`src/sv/shtr_pkg.sv`:
```
// ----------------------------------------------------------------------------
// shtr_pkg
// Types, constants and a helper function shared by the truncated SHA-256 unit.
// ----------------------------------------------------------------------------
package shtr_pkg;

    localparam int QUEUE_DEPTH = 4;
    localparam int QUEUE_AW    = 2;

    typedef struct packed {
        logic       func;
        logic [7:0] data_byte;
    } item_t;

    typedef enum logic [1:0] {
        ST_IDLE,
        ST_ROUND,
        ST_ADD
    } back_state_t;

    localparam logic       FUNC_ABSORB = 1'b0;
    localparam logic       FUNC_FINISH = 1'b1;
    localparam logic [7:0] PAD_BYTE    = 8'h80;

    localparam logic [31:0] INIT_WORDS [8] = '{
        32'h6a09e667, 32'hbb67ae85, 32'h3c6ef372, 32'ha54ff53a,
        32'h510e527f, 32'h9b05688c, 32'h1f83d9ab, 32'h5be0cd19
    };

    localparam logic [31:0] ROUND_K [64] = '{
        32'h428a2f98, 32'h71374491, 32'hb5c0fbcf, 32'he9b5dba5,
        32'h3956c25b, 32'h59f111f1, 32'h923f82a4, 32'hab1c5ed5,
        32'hd807aa98, 32'h12835b01, 32'h243185be, 32'h550c7dc3,
        32'h72be5d74, 32'h80deb1fe, 32'h9bdc06a7, 32'hc19bf174,
        32'he49b69c1, 32'hefbe4786, 32'h0fc19dc6, 32'h240ca1cc,
        32'h2de92c6f, 32'h4a7484aa, 32'h5cb0a9dc, 32'h76f988da,
        32'h983e5152, 32'ha831c66d, 32'hb00327c8, 32'hbf597fc7,
        32'hc6e00bf3, 32'hd5a79147, 32'h06ca6351, 32'h14292967,
        32'h27b70a85, 32'h2e1b2138, 32'h4d2c6dfc, 32'h53380d13,
        32'h650a7354, 32'h766a0abb, 32'h81c2c92e, 32'h92722c85,
        32'ha2bfe8a1, 32'ha81a664b, 32'hc24b8b70, 32'hc76c51a3,
        32'hd192e819, 32'hd6990624, 32'hf40e3585, 32'h106aa070,
        32'h19a4c116, 32'h1e376c08, 32'h2748774c, 32'h34b0bcb5,
        32'h391c0cb3, 32'h4ed8aa4a, 32'h5b9cca4f, 32'h682e6ff3,
        32'h748f82ee, 32'h78a5636f, 32'h84c87814, 32'h8cc70208,
        32'h90befffa, 32'ha4506ceb, 32'hbef9a3f7, 32'hc67178f2
    };

    // All ones at 64 or more, otherwise the low bits set.
    function automatic logic [63:0] low_mask(input logic [7:0] bits);
        logic [63:0] m;
        begin
            if (bits >= 8'd64)
            begin
                m = '1;
            end
            else
            begin
                m = (64'd1 << bits[5:0]) - 64'd1;
            end
            return m;
        end
    endfunction

endpackage

```
`src/sv/shtr_front.sv`:
```
// ----------------------------------------------------------------------------
// shtr_front
// Input stage: accepts transactions and holds them in a short queue.
// ----------------------------------------------------------------------------
module shtr_front
(
    input  logic            clk,
    input  logic            rst_n,
    input  logic            in_valid,
    output logic            in_stall,
    input  logic            func,
    input  logic [7:0]      data_byte,
    output logic            q_valid,
    output shtr_pkg::item_t q_item,
    input  logic            q_pop
);

    shtr_pkg::item_t                  mem_reg [shtr_pkg::QUEUE_DEPTH];
    logic [shtr_pkg::QUEUE_AW-1:0]    wr_ptr_reg, wr_ptr_next;
    logic [shtr_pkg::QUEUE_AW-1:0]    rd_ptr_reg, rd_ptr_next;
    logic [shtr_pkg::QUEUE_AW:0]      count_reg, count_next;
    logic                             push;
    logic                             pop;

    assign in_stall = (count_reg == (shtr_pkg::QUEUE_AW+1)'(shtr_pkg::QUEUE_DEPTH));
    assign push     = in_valid && !in_stall;
    assign q_valid  = (count_reg != '0);
    assign pop      = q_pop && q_valid;
    assign q_item   = mem_reg[rd_ptr_reg];

    always_comb
    begin
        wr_ptr_next = push ? wr_ptr_reg + 1'b1 : wr_ptr_reg;
        rd_ptr_next = pop ? rd_ptr_reg + 1'b1 : rd_ptr_reg;
        count_next  = count_reg;
        if (push && !pop)
        begin
            count_next = count_reg + 1'b1;
        end
        else if (pop && !push)
        begin
            count_next = count_reg - 1'b1;
        end
    end

    always_ff @(posedge clk or negedge rst_n)
    begin
        if (!rst_n)
        begin
            wr_ptr_reg <= '0;
            rd_ptr_reg <= '0;
            count_reg  <= '0;
        end
        else
        begin
            wr_ptr_reg <= wr_ptr_next;
            rd_ptr_reg <= rd_ptr_next;
            count_reg  <= count_next;
        end
    end

    always_ff @(posedge clk)
    begin
        if (push)
        begin
            mem_reg[wr_ptr_reg] <= '{func: func, data_byte: data_byte};
        end
    end

endmodule

```
`src/sv/shtr_back.sv`:
```
// ----------------------------------------------------------------------------
// shtr_back
// Execution stage: packs bytes, runs the compression rounds, emits digests.
// ----------------------------------------------------------------------------
module shtr_back
(
    input  logic            clk,
    input  logic            rst_n,
    input  logic            q_valid,
    input  shtr_pkg::item_t q_item,
    output logic            q_pop,
    input  logic [7:0]      digest_bits,
    output logic            out_valid,
    input  logic            out_stall,
    output logic [63:0]     digest_low,
    output logic [63:0]     digest_high
);

    shtr_pkg::back_state_t state_reg, state_next;

    logic [31:0] w_reg [16];
    logic [31:0] w_next [16];
    logic [31:0] h_reg [8];
    logic [31:0] h_next [8];
    logic [31:0] v_reg [8];
    logic [31:0] v_next [8];
    logic [31:0] sum [8];
    logic [5:0]  cnt_reg, cnt_next;
    logic [5:0]  round_reg, round_next;
    logic        fin_reg, fin_next;
    logic        out_valid_reg, out_valid_next;
    logic [63:0] lo_reg, lo_next;
    logic [63:0] hi_reg, hi_next;

    logic [31:0] s0, s1, sig0, sig1, ch, maj, t1, t2, w_new;
    logic        out_free;
    logic        take;
    logic [63:0] lo_raw, hi_raw;
    logic [7:0]  bits_m64;

    assign out_valid   = out_valid_reg;
    assign digest_low  = lo_reg;
    assign digest_high = hi_reg;
    assign out_free    = !out_valid_reg || !out_stall;
    assign take        = (state_reg == shtr_pkg::ST_IDLE) && q_valid;
    assign q_pop       = take;

    // Round function and message schedule on the sliding window, plus chaining sums and digest words.
    always_comb
    begin
        sig1  = {v_reg[4][5:0], v_reg[4][31:6]} ^ {v_reg[4][10:0], v_reg[4][31:11]}
              ^ {v_reg[4][24:0], v_reg[4][31:25]};
        ch    = (v_reg[4] & v_reg[5]) ^ (~v_reg[4] & v_reg[6]);
        t1    = v_reg[7] + sig1 + ch + shtr_pkg::ROUND_K[round_reg] + w_reg[0];
        sig0  = {v_reg[0][1:0], v_reg[0][31:2]} ^ {v_reg[0][12:0], v_reg[0][31:13]}
              ^ {v_reg[0][21:0], v_reg[0][31:22]};
        maj   = (v_reg[0] & v_reg[1]) ^ (v_reg[0] & v_reg[2]) ^ (v_reg[1] & v_reg[2]);
        t2    = sig0 + maj;
        s0    = {w_reg[1][6:0], w_reg[1][31:7]} ^ {w_reg[1][17:0], w_reg[1][31:18]}
              ^ (w_reg[1] >> 3);
        s1    = {w_reg[14][16:0], w_reg[14][31:17]} ^ {w_reg[14][18:0], w_reg[14][31:19]}
              ^ (w_reg[14] >> 10);
        w_new = s1 + w_reg[9] + s0 + w_reg[0];
        for (int i = 0; i < 8; i++)
        begin
            sum[i] = h_reg[i] + v_reg[i];
        end
        lo_raw   = {sum[1], sum[0]};
        hi_raw   = {sum[3], sum[2]};
        bits_m64 = digest_bits - 8'd64;
    end

    // Next state.
    always_comb
    begin
        state_next = state_reg;
        case (state_reg)
            shtr_pkg::ST_IDLE:
            begin
                if (take && (q_item.func == shtr_pkg::FUNC_FINISH || cnt_reg == 6'd63))
                begin
                    state_next = shtr_pkg::ST_ROUND;
                end
            end
            shtr_pkg::ST_ROUND:
            begin
                if (round_reg == 6'd63)
                begin
                    state_next = shtr_pkg::ST_ADD;
                end
            end
            shtr_pkg::ST_ADD:
            begin
                if (!fin_reg || out_free)
                begin
                    state_next = shtr_pkg::ST_IDLE;
                end
            end
            default:
            begin
                state_next = shtr_pkg::ST_IDLE;
            end
        endcase
    end

    // Datapath.
    always_comb
    begin
        w_next         = w_reg;
        h_next         = h_reg;
        v_next         = v_reg;
        cnt_next       = cnt_reg;
        round_next     = round_reg;
        fin_next       = fin_reg;
        lo_next        = lo_reg;
        hi_next        = hi_reg;
        out_valid_next = out_valid_reg && out_stall;
        case (state_reg)
            shtr_pkg::ST_IDLE:
            begin
                if (take)
                begin
                    round_next = '0;
                    v_next     = h_reg;
                    if (q_item.func == shtr_pkg::FUNC_ABSORB)
                    begin
                        w_next[cnt_reg[5:2]][8*(3-cnt_reg[1:0]) +: 8] = q_item.data_byte;
                        cnt_next = cnt_reg + 6'd1;
                        fin_next = 1'b0;
                    end
                    else
                    begin
                        // Keep bytes already held, mark the end, clear the rest.
                        for (int j = 0; j < 64; j++)
                        begin
                            if (6'(j) == cnt_reg)
                            begin
                                w_next[j/4][8*(3-(j%4)) +: 8] = shtr_pkg::PAD_BYTE;
                            end
                            else if (6'(j) > cnt_reg)
                            begin
                                w_next[j/4][8*(3-(j%4)) +: 8] = 8'h00;
                            end
                        end
                        fin_next = 1'b1;
                        cnt_next = '0;
                    end
                end
            end
            shtr_pkg::ST_ROUND:
            begin
                for (int i = 0; i < 15; i++)
                begin
                    w_next[i] = w_reg[i+1];
                end
                w_next[15] = w_new;
                v_next[7] = v_reg[6];
                v_next[6] = v_reg[5];
                v_next[5] = v_reg[4];
                v_next[4] = v_reg[3] + t1;
                v_next[3] = v_reg[2];
                v_next[2] = v_reg[1];
                v_next[1] = v_reg[0];
                v_next[0] = t1 + t2;
                round_next = round_reg + 6'd1;
            end
            shtr_pkg::ST_ADD:
            begin
                if (!fin_reg)
                begin
                    h_next = sum;
                end
                else if (out_free)
                begin
                    h_next         = shtr_pkg::INIT_WORDS;
                    out_valid_next = 1'b1;
                    if (digest_bits < 8'd64)
                    begin
                        lo_next = lo_raw & shtr_pkg::low_mask(digest_bits);
                        hi_next = '0;
                    end
                    else
                    begin
                        lo_next = lo_raw;
                        hi_next = (digest_bits >= 8'd128) ? hi_raw
                                : (hi_raw & shtr_pkg::low_mask(bits_m64));
                    end
                end
            end
            default:
            begin
            end
        endcase
    end

    always_ff @(posedge clk or negedge rst_n)
    begin
        if (!rst_n)
        begin
            state_reg     <= shtr_pkg::ST_IDLE;
            cnt_reg       <= '0;
            round_reg     <= '0;
            fin_reg       <= 1'b0;
            out_valid_reg <= 1'b0;
            h_reg         <= shtr_pkg::INIT_WORDS;
        end
        else
        begin
            state_reg     <= state_next;
            cnt_reg       <= cnt_next;
            round_reg     <= round_next;
            fin_reg       <= fin_next;
            out_valid_reg <= out_valid_next;
            h_reg         <= h_next;
        end
    end

    always_ff @(posedge clk)
    begin
        w_reg  <= w_next;
        v_reg  <= v_next;
        lo_reg <= lo_next;
        hi_reg <= hi_next;
    end

endmodule

```
`src/sv/sha256_truncated_stream_hash_unit.sv`:
```
// ----------------------------------------------------------------------------
// sha256_truncated_stream_hash_unit
// Byte-stream SHA-256 with 0x80-then-zero padding (no length field) and a digest truncated to at most 128 bits.
// ----------------------------------------------------------------------------
// Flow: a byte waits in the input queue until the engine is idle and takes it;
// the 64th byte of a block or a finish transaction starts the round loop
// (ST_ROUND), then ST_ADD adds into the chaining words or, for a finish,
// registers the digest once the output is free. The engine takes no byte meanwhile.
// Throughput: one byte per cycle within a block while the engine is idle.
// Reset: chaining words to the initial values, byte count zero, digest_bits 128.
module sha256_truncated_stream_hash_unit
(
    input  logic        clk,
    input  logic        rst_n,
    input  logic        in_valid,
    output logic        in_stall,
    input  logic        func,
    input  logic [7:0]  data_byte,
    output logic        out_valid,
    input  logic        out_stall,
    output logic [63:0] digest_low,
    output logic [63:0] digest_high,
    input  logic        psel,
    input  logic        penable,
    input  logic        pwrite,
    input  logic [1:0]  paddr,
    input  logic [31:0] pwdata,
    output logic [31:0] prdata,
    output logic        pready
);

    logic [7:0]      digest_bits_reg;
    logic            q_valid;
    logic            q_pop;
    shtr_pkg::item_t q_item;

    // The only register spans the whole address range.
    assign pready = 1'b1;
    assign prdata = {24'd0, digest_bits_reg} | {30'd0, paddr & 2'b00};

    always_ff @(posedge clk or negedge rst_n)
    begin
        if (!rst_n)
        begin
            digest_bits_reg <= 8'd128;
        end
        else if (psel && penable && pwrite)
        begin
            digest_bits_reg <= pwdata[7:0];
        end
    end

    shtr_front u_front
    (
        .clk       (clk),
        .rst_n     (rst_n),
        .in_valid  (in_valid),
        .in_stall  (in_stall),
        .func      (func),
        .data_byte (data_byte),
        .q_valid   (q_valid),
        .q_item    (q_item),
        .q_pop     (q_pop)
    );

    shtr_back u_back
    (
        .clk         (clk),
        .rst_n       (rst_n),
        .q_valid     (q_valid),
        .q_item      (q_item),
        .q_pop       (q_pop),
        .digest_bits (digest_bits_reg),
        .out_valid   (out_valid),
        .out_stall   (out_stall),
        .digest_low  (digest_low),
        .digest_high (digest_high)
    );

endmodule
```
`config.mk`:
```
export PLATFORM = sky130hd
export DESIGN_NAME = sha256_truncated_stream_hash_unit
export DESIGN_NICKNAME = d
export VERILOG_FILES = /design/src/sv/shtr_pkg.sv /design/src/sv/shtr_front.sv /design/src/sv/shtr_back.sv /design/src/sv/sha256_truncated_stream_hash_unit.sv
export SDC_FILE = /design/constraint.sdc
export NUM_CORES = 2
export LEC_CHECK = 0
export BUFFER_PORTS_ARGS = -buffer_cell sky130_fd_sc_hd__buf_2
export CAP_MARGIN = 10
export CORE_ASPECT_RATIO = 0.5
export CORE_MARGIN = 1.5
export CORE_UTILIZATION = 40
export DETAILED_ROUTE_END_ITERATION = 10
export GPL_ROUTABILITY_DRIVEN = 0
export PLACE_DENSITY = 0.52
export SKIP_CTS_REPAIR_TIMING = 1
export SYNTH_ARGS = -nofsm -noshare
export SYNTH_HDL_FRONTEND = slang
export SYNTH_SLANG_ARGS = --single-unit
```
`constraint.sdc`:
```
create_clock -name clk -period 16 [get_ports clk]
set_clock_uncertainty 0.1 [all_clocks]
set_input_delay 1.6 -clock clk [delete_from_list [all_inputs] [get_ports clk]]
set_output_delay 1.6 -clock clk [all_outputs]
set_load 0.01 [all_outputs]
```
== Word level (Yosys, flattened, before mapping) ==
Memories as Yosys holds them, arrays and structs flattened.
Index checks and enable logic that the tools add are counted.

* Bits in registers: 1,183
* Memory bits (writable): 36
* Bits in read-only memories: 2,048
* Input bits: 50
* Output and inout bits: 163
* Logic and storage cells: 615
* Memories: 2

* Add/subtract/negate cells: 29
* $lt $le $gt $ge: 71
* Eq/ne operators: 137
* Shifts and indexed selects: 4
* Mux-type cells: 167
* Bitwise gates (word level): 21
* Reductions and logical operators: 93

{| class="wikitable"
|+ Memory list
! memory !! words !! width !! rd ports !! clocked after Yosys merged registers in !! wr ports !! RTL line !! source
|-
| (name not given) || 64 || 32 || 1 || 0 || 0 || shtr_back.sv:54 || <nowiki>t1 = v_reg[7] + sig1 + ch + shtr_pkg::ROUND_K[round_reg] + w_reg[0];</nowiki>
|-
| u_front.mem_reg || 4 || 9 || 1 || 0 || 1 || shtr_front.sv:18 || <nowiki>shtr_pkg::item_t mem_reg [shtr_pkg::QUEUE_DEPTH];</nowiki>
|}

{| class="wikitable"
|+ Operators with widths
! kind !! count
|-
| 512-bit two-way mux || 2
|-
| 8-bit two-way mux || 128
|-
| 512-bit one-hot mux with 2 select lines || 1
|-
| 256-bit two-way mux || 3
|-
| 64-bit two-way mux || 12
|-
| 32-bit adder || 18
|-
| 512-bit bitwise mux || 1
|-
| 256-bit one-hot mux with 2 select lines || 1
|-
| 32-bit bitwise XOR || 9
|-
| 4-bit != test, second input constant || 64
|-
| 3-bit AND reduction || 66
|-
| 6-bit equality test, first input constant || 32
|-
| 6-bit greater-than comparator, first input constant || 32
|-
| 32-bit bitwise AND || 5
|-
| 64-bit bitwise AND || 2
|-
| 32-bit demux with 4-bit select || 1
|-
| 1-bit by 6-bit << shifter with 64-bit output, first input constant || 2
|-
| 64-bit by 1-bit subtractor with 64-bit output, second input constant || 2
|-
| 5-bit by 6-bit equality test with 1-bit output, first input constant || 16
|-
| 5-bit by 6-bit greater-than comparator with 1-bit output, first input constant || 16
|-
| 32-bit two-way mux || 3
|-
| 4-bit by 6-bit equality test with 1-bit output, first input constant || 8
|-
| 4-bit by 6-bit greater-than comparator with 1-bit output, first input constant || 8
|-
| 32-bit negation with 34-bit output || 1
|-
| 45 further kinds || 89
|}

== Logic depth before layout (Yosys ltp) ==
* Word-level depth: 10
* Gate-level depth with buffers: 40
* Mapped depth without buffers: 38

== Hierarchy ==
A second synthesis with hierarchy kept.

* Cell total of the unflattened synthesis: 8,132
* Area, all modules: 79,600.1 µm²

{| class="wikitable"
|+ By module, submodules not included
! module !! times used !! cells an instance !! area an instance (µm²) !! sequential area each (µm²)
|-
| shtr_back || 1 || 8,006 || 77,359.2 || 33,882.5
|-
| shtr_front || 1 || 82 || 1,736.7 || 1,256.2
|-
| sha256_truncated_stream_hash_unit || 1 || 44 || 504.2 || 201.4
|}

== Worst setup path after synthesis ==
Ideal clock, no wire load.

* Path kind: reg-to-reg
* Start: register u_back.round_reg[0]
* End: register u_back.v_reg[254] (netlist bit) (data pin)
* Setup time: 267 ps
* Data arrival time: 8,836 ps
* Data required time: 15,633 ps
* Slack: 6,797 ps
* Stages on the path, launching flop included: 39
* Path buffers: 2
* Clock period less this slack: 9,203 ps
* Cells stage by stage: dfrtp_1 -> clkbuf_1 -> clkinv_1 -> ha_1 -> clkbuf_1 -> nor2_1 -> o31ai_1 -> a221oi_1 -> a21o_1 -> fa_1 -> inv_1 -> fa_1 -> fa_1 -> inv_1 -> ha_1 -> fa_1 -> a211oi_1 -> o21ai_0 -> [... 3 more ...] -> nor2b_1 -> o21ai_0 -> nand2b_1 -> a21o_1 -> a21oi_1 -> xnor2_1 -> fa_1 -> ha_1 -> a21o_1 -> a21o_1 -> a2111o_1 -> a211o_1 -> a21oi_1 -> o21ai_1 -> a211o_1 -> a21oi_1 -> xor2_1 -> o21ai_0

{| class="wikitable"
|+ RTL lines
! item !! RTL line !! source
|-
| start: declaration || shtr_back.sv:29 || <nowiki>logic [5:0] round_reg, round_next;</nowiki>
|-
| start signal: assignment || shtr_back.sv:211 || <nowiki>round_reg <= round_next;</nowiki>
|-
| end signal: assignment || shtr_back.sv:221 || <nowiki>v_reg <= v_next;</nowiki>
|-
| end: declaration || shtr_back.sv:25 || <nowiki>logic [31:0] v_reg [8];</nowiki>
|}

==> flow_summary.yaml <==
cts:
  htree_num_levels: 3
  cts_made_buffers: 120
  clk_pin_slew_ps: 70
  root_buffer: "clkbuf_16"
  cts_buffer_depth: 3
  cts_tree: "built"
  clkLatencyLatePin_ps: 790
  clock-sinks: 1219
synthesis:
  yosys.area.top_type: "edfxtp_1"
  syn-instance-count: 7773
  synth-adder-area-share_pct: 11.8
  synth-xor-area-share_pct: 6.55
  ys_ff_latch: 1219
  async_flop_share_pct: 23.5
  avgSynthCellArea_um2: 10.1
  yosysTopAreaCellShare_pct: 35.5
  synth.distinct_cells: 104
  ys_warn_count: 0
  synth_compound_area_share_pct: 20.2
  netlist_top_cells_area: "edfxtp_1 36%, ha_1 6.4%, a22o_1 5.3%, nand2_1 5.1%, fa_1 5.0%"
  synth_edf_count: 932
  synth-simple-area-share_pct: 11.6
  synth_top_family_by_area: "compound AO/OA/AOI/OAI gates"
  synth_top_flop_cell: "edfxtp_1"
  synth_mux_area_share_pct: 1.15
  netlist_area_mm2: 0.0788
  seq_area_frac_synth_pct: 44.8
placement:
  port_buffers: 161
  place_hpwl_um: 211000
  place_ws_ps: 4650
final_layout:
  syn2layout_area_growth_pct: 9.00
  multiInputGateArea_mm2: 0.0406
  largest_reg_flops: 512
  n_fill_cell: 18700
  fin_util_pct: 44.2
  regArea_mm2: 0.0353
  layout_common_cells: "1079 x nand2_1, 932 x edfxtp_1, 576 x a21oi_1"
  final_common_cell: "nand2_1"
  nets: 8344
  final_layout_size_suffix_gt1_share_pct: 8.75
die:
  num_rows: 114
  die_height_um: 317
  core_mm2: 0.195
  start_util_pct: 40.5
  pin_count: 213
  fp.dieW_um: 631
  die_area_mm2: 0.200
detailed_routing:
  wl_per_cell_um: 27.6
  vias_per_cell: 5.97
  drt-pass1-iter-count: 7
  vias: 62100
  post-route-drc-count: 0
  drtAntennaViolNets: 0
  wl_um: 288000
  drt_iter0_markers: 7160
setup_path:
  r2r_cells: 38
  required_ps: 16370
  cpPeakStageDelay_ps: 840
  path_max_fanout: 31
  setup.worst_path.class: "reg2reg"
  crit_slowest_cell: "ha_1"
  arrival_ps: 11940
  cp-start-kind: "flop"
  endpoint_kind: "flop"
timing:
  setup_slack_ps: 4430
  finalHoldViolCount: 0
  period_share_pct: 72.3
  fmax_ghz: 0.0864
  slew_viol_final: 0
  min_period_ps: 11570
  tns_ps: 0
  setup_viol: 0
  grt_setup_unrepaired: "false"
  worst_pin_slew_ps: 1230
  slew_headroom_pct: 17.0
global_routing:
  grt_pass1_vias: 58500
  antenna_found_initial: 8
  grtUsageTotal_pct: 28.1
  grt_max_degree: 210
  grt_pass1_wl_um: 413000
  grt_overflow: 0
run_status:
  outcome: "complete, no violations"
run:
  cap_violations: 0
worst_hold_path:
  hold_path_class: "reg2reg"
  hold_depth: 2
==> final cells by class <==
cell class	count	area share [%]
Multi-Input combinational cell	5787	47.3
Sequential cell	1219	41.1
Tap cell	2610	3.80
Clock buffer	159	3.75
Timing Repair Buffer	268	1.91
Inverter	297	1.31
Clock inverter	68	0.797
Antenna cell	6	0.0175
==> kinds of logic (layout without fill, tap and decap cells) <==
kind of cell | after synthesis | after routing
compound gates | 2354 | 2354
simple gates | 2120 | 2120
flops | 1219 | 1219
buf+inv | 790 | 792
fa+ha+maj | 632 | 632
xor+xnor | 589 | 589
mux | 67 | 67
other cells | 2 | 31
==> Yosys cell counts (182+ instances only) <==
master    number
nand2_1     1080
edfxtp_1     932
a21oi_1      577
nor2_1       511
a22o_1       480
o21ai_0      478
clkbuf_1     439
xnor2_1      406
ha_1         405
inv_1        291
fa_1         196
xor2_1       182
==> worst max-delay path, delay by kind of cell (launching register included) <==
kind	cells	cell delay (ps)
buffers and inverters	5	1310
AOI/OAI and AO/OA	19	4700
DFF	1	320
xor gates and xnor gates	2	430
and+or+nand+nor	5	670
adders and majority gates	7	3680
==> layer usage <==
layer	up-vias	part of all wire, %	global-route usage, %
li1	28000	-	-
met1	30900	44	38.8
met2	2597	44	43.8
met3	543	7.9	5.21
met4	6	4.7	11.3
met5	-	0.013	0
==> worst paths after layout <==
path                                                  from                            end  slack [ps]
min in group asynchronous                            rst_n  u_back.cnt_reg[3]$_DFFE_PN0P_         690
min                           u_back.h_reg[95]$_DFFE_PN1P_   u_back.h_reg[95]$_DFFE_PN1P_         390
max reg2reg                u_back.round_reg[0]$_DFFE_PN0P_    u_back.v_reg[254]$_DFFE_PP_        4430
min reg2reg                   u_back.h_reg[95]$_DFFE_PN1P_   u_back.h_reg[95]$_DFFE_PN1P_         390
max                        u_back.round_reg[0]$_DFFE_PN0P_    u_back.v_reg[254]$_DFFE_PP_        4430
max in group asynchronous                            rst_n  u_back.h_reg[211]$_DFFE_PN0P_       13020
==> metrics by stage <==
step                hold WS, ps  instance area (um2)  cells
floorplan                   365                78900   7796
global placement            381                82000  10200
detailed placement          390                82000  10200
CTS                         395                85900  10400
global route                406                85900  10400
finish                      392                85900  10400
Power is not shown: default switching activity piles up to over one toggle a cycle in this logic, so the estimate is an artifact.
